===== src/rtl/assert_macros.svh =====
// Assertion helpers; every check is clocked on i_clk and held off during reset.
`ifndef ASSERT_MACROS_SVH
`define ASSERT_MACROS_SVH

// Condition that must hold at every clock edge.
`define ASSERT_ALWAYS(label, cond, msg) \
    label: assert property (@(posedge i_clk) disable iff (!i_rst_n) (cond)) \
        else $error(msg);

// Consequent that must hold in the cycle after the antecedent.
`define ASSERT_NEXT(label, ante, cons, msg) \
    label: assert property (@(posedge i_clk) disable iff (!i_rst_n) (ante) |=> (cons)) \
        else $error(msg);

`endif


===== src/rtl/iurc_pkg.sv =====
package iurc_pkg;

    localparam logic [7:0]  UDP_PROTO    = 8'd17;
    localparam logic [15:0] MIN_FRAME    = 16'd28;
    localparam logic [15:0] IP_HDR_LEN   = 16'd20;
    localparam logic [3:0]  IP_VERSION   = 4'd4;
    localparam logic [3:0]  IP_IHL       = 4'd5;

    // byte offsets within the frame
    localparam logic [15:0] IDX_VER_IHL   = 16'd0;
    localparam logic [15:0] IDX_TOT_LEN   = 16'd3;
    localparam logic [15:0] IDX_LEN_FIELD = 16'd4;
    localparam logic [15:0] IDX_PROTO     = 16'd9;
    localparam logic [15:0] IDX_HDR_CHK   = 16'd11;
    localparam logic [15:0] IDX_PSEUDO    = 16'd12;
    localparam logic [15:0] IDX_DST_PORT  = 16'd23;
    localparam logic [15:0] IDX_UDP_LEN   = 16'd25;
    localparam logic [15:0] IDX_UDP_CHK   = 16'd27;

    localparam int          CFG_IDX_W       = 8;
    localparam logic [7:0]  CFG_CLIENT_PORT = 8'd0;
    localparam logic [7:0]  CFG_MAX_LEN     = 8'd1;
    localparam logic [15:0] CLIENT_PORT_RST = 16'd68;
    localparam logic [15:0] MAX_LEN_RST     = 16'd576;
    localparam logic [15:0] ALL_ONES        = 16'hffff;

    typedef enum logic [2:0] {
        ST_OK        = 3'd0,
        ST_SHORT     = 3'd1,
        ST_TRUNCATED = 3'd2,
        ST_UNRELATED = 3'd3,
        ST_BAD_IPCHK = 3'd4,
        ST_BAD_UDPCHK = 3'd5
    } t_status;

    typedef struct packed {
        logic [15:0] byte_count;
        logic [15:0] header_sum;
        logic [15:0] udp_sum;
        logic [7:0]  held_high_byte;
        logic [7:0]  ver_ihl_byte;
        logic [7:0]  proto_byte;
        logic [15:0] total_length;
        logic [15:0] udp_dest_port;
        logic [15:0] udp_length;
        logic [15:0] rx_header_check;
        logic [15:0] rx_udp_check;
    } t_frame;

    typedef struct packed {
        t_status     status;
        logic [15:0] payload_len;
    } t_result;

    function automatic logic [15:0] oc_add(input logic [15:0] a, input logic [15:0] b);
        logic [16:0] s;
        s = {1'b0, a} + {1'b0, b};
        return s[15:0] + {15'd0, s[16]};
    endfunction

endpackage


===== src/rtl/iurc_frame_acc.sv =====
module iurc_frame_acc
    import iurc_pkg::*;
(
    input  logic        i_clk,
    input  logic        i_rst_n,
    input  logic        i_en,
    input  logic [7:0]  i_data,
    input  logic        i_last,
    input  logic [15:0] i_max_len,
    output t_frame      o_frame,
    output t_frame      o_next
);

    t_frame      r_frame;
    t_frame      n_frame;
    logic [15:0] idx;
    logic [15:0] word;
    logic        in_window;
    logic        take;

    assign idx       = r_frame.byte_count;
    assign word      = {r_frame.held_high_byte, i_data};
    assign in_window = idx < i_max_len;
    // the length field itself always has to be read
    assign take      = in_window && ((idx < IDX_LEN_FIELD) || (idx < r_frame.total_length));

    always_comb begin
        n_frame = r_frame;
        if (in_window) begin
            n_frame.byte_count = idx + 16'd1;
        end
        if (take) begin
            if (idx == IDX_VER_IHL) begin
                n_frame.ver_ihl_byte = i_data;
            end
            if (idx == IDX_PROTO) begin
                n_frame.proto_byte = i_data;
            end
            if (!idx[0]) begin
                n_frame.held_high_byte = i_data;
            end else begin
                if (idx == IDX_TOT_LEN)  n_frame.total_length    = word;
                if (idx == IDX_HDR_CHK)  n_frame.rx_header_check = word;
                if (idx == IDX_DST_PORT) n_frame.udp_dest_port   = word;
                if (idx == IDX_UDP_LEN)  n_frame.udp_length      = word;
                if (idx == IDX_UDP_CHK)  n_frame.rx_udp_check    = word;
                if (idx < IP_HDR_LEN && idx != IDX_HDR_CHK) begin
                    n_frame.header_sum = oc_add(r_frame.header_sum, word);
                end
                if (idx >= IDX_PSEUDO && idx != IDX_UDP_CHK) begin
                    n_frame.udp_sum = oc_add(r_frame.udp_sum, word);
                end
            end
        end
    end

    always_ff @(posedge i_clk) begin
        if (!i_rst_n) begin
            r_frame <= '0;
        end else if (i_en) begin
            r_frame <= i_last ? '0 : n_frame;
        end
    end

    assign o_frame = r_frame;
    assign o_next  = n_frame;

endmodule


===== src/rtl/ipv4_udp_receive_checker_unit.sv =====
// IPv4/UDP receive checker.
// Slave stream: one frame byte per item in tdata, starting at the IP header,
// tlast on the final byte of the frame. Master stream: one verdict item per
// frame, tdata = status[2:0], payload_len[18:3] (ok only, else zero).
// Config channel: index 0 client_port, index 1 max_packet_len; always ready.
// Users must write it only while no frame is in flight; the block does not enforce it.
// Throughput: one byte per cycle while o_s_tready is high. Each byte passes an
// input register and the running-sum update; the tlast byte freezes the frame
// fields into a snapshot register and the verdict logic loads the output
// register from it.
// The snapshot and output registers let the next frame stream in while a
// verdict waits; if the receiver holds tready low, bytes keep flowing until a
// second tlast reaches the input register, then tready drops.
// Reset (synchronous, active low) clears frame state, empties the pipeline
// and restores client_port = 68 and max_packet_len = 576.
module ipv4_udp_receive_checker_unit
    import iurc_pkg::*;
(
    input  logic                 i_clk,
    input  logic                 i_rst_n,
    input  logic                 i_s_tvalid,
    output logic                 o_s_tready,
    input  logic [7:0]           i_s_tdata,   // data_byte[7:0]
    input  logic                 i_s_tlast,   // last_byte
    output logic                 o_m_tvalid,
    input  logic                 i_m_tready,
    output logic [23:0]          o_m_tdata,   // status[2:0], payload_len[18:3], zero[23:19]
    input  logic                 i_cfg_valid,
    output logic                 o_cfg_ready,
    input  logic [CFG_IDX_W-1:0] i_cfg_index,
    input  logic [15:0]          i_cfg_data
);

`include "assert_macros.svh"

    logic [15:0] r_client_port;
    logic [15:0] r_max_len;

    logic        r_in_valid;
    logic [7:0]  r_in_data;
    logic        r_in_last;

    logic        r_snap_valid;
    t_frame      r_snap;

    logic        r_out_valid;
    t_result     r_out;
    t_result     n_out;

    t_frame      w_frame;
    t_frame      w_next;

    logic        out_free;
    logic        snap_free;
    logic        consume;

    assign out_free   = !r_out_valid || i_m_tready;
    assign snap_free  = !r_snap_valid || out_free;
    assign consume    = r_in_valid && (!r_in_last || snap_free);
    assign o_s_tready = !r_in_valid || consume;
    assign o_cfg_ready = 1'b1;

    always_ff @(posedge i_clk) begin
        if (!i_rst_n) begin
            r_client_port <= CLIENT_PORT_RST;
            r_max_len     <= MAX_LEN_RST;
        end else if (i_cfg_valid) begin
            if (i_cfg_index == CFG_CLIENT_PORT) r_client_port <= i_cfg_data;
            if (i_cfg_index == CFG_MAX_LEN)     r_max_len     <= i_cfg_data;
        end
    end

    always_ff @(posedge i_clk) begin
        if (!i_rst_n) begin
            r_in_valid <= 1'b0;
        end else if (o_s_tready) begin
            r_in_valid <= i_s_tvalid;
        end
    end

    always_ff @(posedge i_clk) begin
        if (o_s_tready && i_s_tvalid) begin
            r_in_data <= i_s_tdata;
            r_in_last <= i_s_tlast;
        end
    end

    iurc_frame_acc u_acc (
        .i_clk     (i_clk),
        .i_rst_n   (i_rst_n),
        .i_en      (consume),
        .i_data    (r_in_data),
        .i_last    (r_in_last),
        .i_max_len (r_max_len),
        .o_frame   (w_frame),
        .o_next    (w_next)
    );

    always_ff @(posedge i_clk) begin
        if (!i_rst_n) begin
            r_snap_valid <= 1'b0;
        end else if (snap_free) begin
            r_snap_valid <= consume && r_in_last;
        end
    end

    always_ff @(posedge i_clk) begin
        if (consume && r_in_last) begin
            r_snap <= w_next;
        end
    end

    // verdict on the frozen frame
    always_comb begin
        logic [15:0] s1;
        logic [15:0] s2;
        logic [15:0] s3;
        logic [15:0] calc;
        logic        unrelated;
        logic        udp_bad;
        s1   = oc_add(r_snap.udp_sum, {8'd0, UDP_PROTO});
        s2   = oc_add(s1, r_snap.udp_length);
        s3   = r_snap.total_length[0] ? oc_add(s2, {r_snap.held_high_byte, 8'd0}) : s2;
        calc = ~s3;
        unrelated = (r_snap.proto_byte != UDP_PROTO)
                 || (r_snap.ver_ihl_byte[7:4] != IP_VERSION)
                 || (r_snap.ver_ihl_byte[3:0] != IP_IHL)
                 || (r_snap.udp_dest_port != r_client_port)
                 || (r_snap.udp_length != r_snap.total_length - IP_HDR_LEN)
                 || (r_snap.total_length < MIN_FRAME);
        // zero means no checksum sent; 0xffff stands in for a computed zero
        udp_bad = (r_snap.rx_udp_check != 16'd0) && (r_snap.rx_udp_check != calc)
               && !(calc == 16'd0 && r_snap.rx_udp_check == ALL_ONES);
        n_out.payload_len = 16'd0;
        if (r_snap.byte_count < MIN_FRAME) begin
            n_out.status = ST_SHORT;
        end else if (r_snap.byte_count < r_snap.total_length) begin
            n_out.status = ST_TRUNCATED;
        end else if (unrelated) begin
            n_out.status = ST_UNRELATED;
        end else if (~r_snap.header_sum != r_snap.rx_header_check) begin
            n_out.status = ST_BAD_IPCHK;
        end else if (udp_bad) begin
            n_out.status = ST_BAD_UDPCHK;
        end else begin
            n_out.status      = ST_OK;
            n_out.payload_len = r_snap.total_length - MIN_FRAME;
        end
    end

    always_ff @(posedge i_clk) begin
        if (!i_rst_n) begin
            r_out_valid <= 1'b0;
        end else if (out_free) begin
            r_out_valid <= r_snap_valid;
        end
    end

    always_ff @(posedge i_clk) begin
        if (out_free && r_snap_valid) begin
            r_out <= n_out;
        end
    end

    assign o_m_tvalid = r_out_valid;
    assign o_m_tdata  = {5'd0, r_out.payload_len, r_out.status};

    `ASSERT_ALWAYS(a_len_only_ok,
        !r_out_valid || r_out.status == ST_OK || r_out.payload_len == 16'd0,
        "payload length set on a failed verdict")
    `ASSERT_ALWAYS(a_stall_cause,
        o_s_tready || (r_in_valid && r_in_last && r_snap_valid && r_out_valid),
        "input stalled without a full result path")
    `ASSERT_NEXT(a_frame_cleared,
        consume && r_in_last,
        w_frame.byte_count == 16'd0 && w_frame.total_length == 16'd0,
        "frame state not cleared after a verdict")

endmodule


===== config.mk =====
export PLATFORM = sky130hd
export DESIGN_NAME = ipv4_udp_receive_checker_unit
export DESIGN_NICKNAME = d
export VERILOG_FILES = /design/src/rtl/iurc_pkg.sv /design/src/rtl/iurc_frame_acc.sv /design/src/rtl/ipv4_udp_receive_checker_unit.sv
export VERILOG_INCLUDE_DIRS = /design/src /design/src/rtl
export SDC_FILE = /design/constraint.sdc
export NUM_CORES = 1
export LEC_CHECK = 0
export BUFFER_PORTS_ARGS = -buffer_cell sky130_fd_sc_hd__buf_4
export CAP_MARGIN = 20
export CELL_PAD_IN_SITES_DETAIL_PLACEMENT = 1
export CELL_PAD_IN_SITES_GLOBAL_PLACEMENT = 1
export CORE_MARGIN = 2
export CORE_UTILIZATION = 51
export DETAILED_ROUTE_END_ITERATION = 10
export PLACE_DENSITY_LB_ADDON = 0.1
export SLEW_MARGIN = 5
export SYNTH_ARGS = -nofsm -noshare
export SYNTH_HDL_FRONTEND = slang
export SYNTH_SLANG_ARGS = --single-unit

===== constraint.sdc =====
create_clock -name i_clk -period 12.3 [get_ports i_clk]
set_clock_uncertainty 0.2 [all_clocks]
set_input_delay 1.845 -clock i_clk [delete_from_list [all_inputs] [get_ports i_clk]]
set_output_delay 1.845 -clock i_clk [all_outputs]
set_load 0.03 [all_outputs]

==> results.txt <==
Summing every instance area after synthesis gives 0.0217 mm2. The routed wire length per instance is 24.7 um. The maximum fanout count along the critical path is 18. Ranked by instance count, the synthesized netlist is headed by nor2_1 (203), dfxtp_1 (187), edfxtp_1 (180), xnor2_1 (129), mux2_2 (127). By instance count, the cell type seen most on the critical path is ha_1. The via count normalized by instance count came out at 6.29. Static timing analysis puts the maximum clock frequency at roughly 90 MHz. The detailed-router iteration count before antenna repair came out at 5. The maximum vdd ir drop is 0.119 mV. After floorplanning, the core was sized to cover ~0.042 mm2. The utilization after layout came out at between 50 and 60%. Ranked by total cell area, the synthesized netlist is headed by edfxtp_1 (25%), dfxtp_1 (17%), ha_1 (6.9%), mux2_2 (6.6%), xnor2_1 (5.2%). The clock insertion delay at the later pin of the skew report is ~570 ps. In the synthesized netlist the dominant register cell turns out to be dfxtp_1. The synthesized instance count is between 2000 and 2500. The number of buffers created by CTS came out at 40. The placer congestion estimate came out at around 0.9.

The worst stage delay on the critical path is roughly 500 ps. The number of warnings printed during yosys synthesis is 0. For this run, the post-layout net count is 2286.

The deepest level of the CTS H-tree came out at 2. The transition time of the tightest slew-check pin came out at between 1000 and 1500 ps. The time the final worst path needs with I/O delays and setup came out at 11030 ps.

Summed over all cells, the static leakage comes to approximately 9.4 nW. The number of storage elements in the synthesis netlist came out at 367. The count of final hold-check violations came out at 0.

The worst setup path is launched from a flop. TritonCTS built the clock tree. The initial antenna violation count is 0. The maximum clock insertion buffer count came out at 3.

The die outline area is 0.0441 mm2. The run finished with clean final reports. The min-delay analysis places its worst path in the category reg2reg. The power per cell area is about 120 mW/mm2. Input and output buffers added on the ports amount to 58. The setup-violating endpoint count in the final report came out at 0. The via count of the first global-routing pass came out at 17400.

Summed over all nets, the half-perimeter wirelength after detailed placement is 47.5 mm. The top-level I/O count is 65. The cell at the root of the clock tree is clkbuf_16.

After routing, the total negative slack on setup checks comes to 0 ps. The number of remaining DRC errors is 0. The part of the cycle the worst path needs came out at 89.7%. The final max-slew violation count is 0.

The clock edge transition at the registers on the reported setup and hold paths came out at around 70 ps. The design draws 2.77 mW. The average cell area after synthesis is between 10 and 15 um2.

The number of DRC markers after the initial detailed-route iteration came out at slightly above 1000. The total number of placement rows came out at 75. For the worst setup path, the data arrival time is 11160 ps.

The worst pin sits at a relative slew slack of 23.0%. Counting flops with an async set or reset pin after synthesis yields a share of 0%. The number of enable-type register cells in the synthesized netlist came out at 180. edfxtp_1 takes more of the synthesized area than any other cell. Among all stages on the critical path, the largest delay is contributed by or3b_2.

The worst setup path is captured at a flop. The number of gates given a new drive strength after cts is 0. Data on the critical path is required at its endpoint by 12430 ps. The final-layout worst hold slack came out at 280 ps. The synthesis-to-finish area growth came out at 10.7%. The count of clock tree sinks came out at about 370. The critical path is of the reg2reg type. The residual antenna-violating net count after detailed routing is 0. Sequential elements use 42.2% of the synthesized area. The total congestion overflow is 0.

The number of post-CTS setup repair buffers came out at 0. The die span in y came out at 210 um. The first-pass GRT wire length came out at ~100 mm. The horizontal die dimension came out at 210 um. The initial cell density of the core came out at 51.6%. Setup repair after global routing left no endpoint under its margin. The proportion of netlist area held by the largest area contributor is roughly 25%. The internal reg-to-reg setup slack came out at 1270 ps. The hold-fix buffer count after cts is 0.

Yosys instantiated no cell more often than nor2_1. Cells with a size suffix above 1 make up 15.6% of the layout. Synthesis instantiated slightly above 90 different standard cells from the library.

The number of maximum-capacitance constraint violations is 0. Detailed routing inserted a total of 17000 vias. The total wire length after detailed routing is 66.7 mm. In the global route stage, overall resource usage came out at 30.0%. Entering global routing, the biggest net connects 89 pins.
metrics by stage:
step           setup slack [ps]  std cells  cell area [um2]
2_1_floorplan              2720       2103            21700
3_3_place_gp               1860       2612            22500
3_5_place_dp               1290       2614            22600
4_1_cts                    1300       2688            23900
5_1_grt                     369       2695            24000
6_report                   1270       2696            24000
power by group:
group,internal (mW),switching [mW]
clock,0.713,0.521
sequential,1.30,0.0262
combinational,0.0709,0.138
cell families (layout without fill, tap and decap cells):
kind of cell / after synthesis / in the layout / synth area share [%]
and+or+nand+nor: 628 / 628 / 15.0
AOI/OAI and AO/OA: 420 / 420 / 14.7
DFF: 367 / 367 / 42.2
xor gates and xnor gates: 206 / 206 / 8.84
buffers and inverters: 186 / 239 / 3.45
muxes: 166 / 166 / 8.40
adders and majority gates: 124 / 124 / 7.30
other: 2 / 7 / 0.0347
critical path, delay by kind of cell, from the launching register on:
family	cells	cell delay, ps
compound gates	18	3520
fa+ha+maj	9	2320
flops	1	410
xor+xnor	2	320
buf+inv	1	110
simple gates	19	3870
worst paths after layout:
kind                      from           endpoint  depth (start not counted)
max reg2reg        r_snap[104]       o_m_tdata[0]                         49
max                r_snap[104]       o_m_tdata[0]                         49
min reg2reg  u_acc.o_frame[48]  u_acc.o_frame[48]                          1
min          u_acc.o_frame[48]  u_acc.o_frame[48]                          1
cell usage in the layout (no fill, tap or decap), drive strengths merged, types with 18 or more instances in the layout:
master / n
dfxtp: 187
o21ai: 52
nor4: 45
and2: 23
nand4: 62
mux2: 127
xor2: 70
nor3: 40
a22o: 35
edfxtp: 180
nand2: 105
nor2: 204
a21oi: 62
a32o: 25
nand3: 44
xnor2: 130
a22oi: 78
buf: 87
nor2b: 18
ha: 120
inv: 79
mux2i: 39
a21o: 42
and3: 19
clkbuf: 51
flip-flops by register name (all words and copies together) (netlist names):
register,cells
r_max_len,16
r_in_valid,1
r_in_last,1
u_acc.o_frame,136
o_m_tvalid,1
u_acc.idx,16
r_snap_valid,1
o_m_tdata,19
r_snap,152
r_in_data,8
r_client_port,16
final cells by class:
cell class	instances	area, um2
Fill cell	4501	18000
Multi-Input combinational cell	1550	11800
Sequential cell	367	9150
Clock buffer	51	1120
Timing Repair Buffer	87	719
Tap cell	539	674
Inverter	78	295
Clock inverter	23	208
Antenna cell	1	2.50
metal layers:
layer	GRT usage (%)	up-vias	routed length, um
met1	37.8	8586	28700
met2	51.5	360	32700
met3	3.92	137	2680
met5	0	-	0
met4	13.2	0	2500
li1	-	7877	-
(Power assumes the default switching activity.)
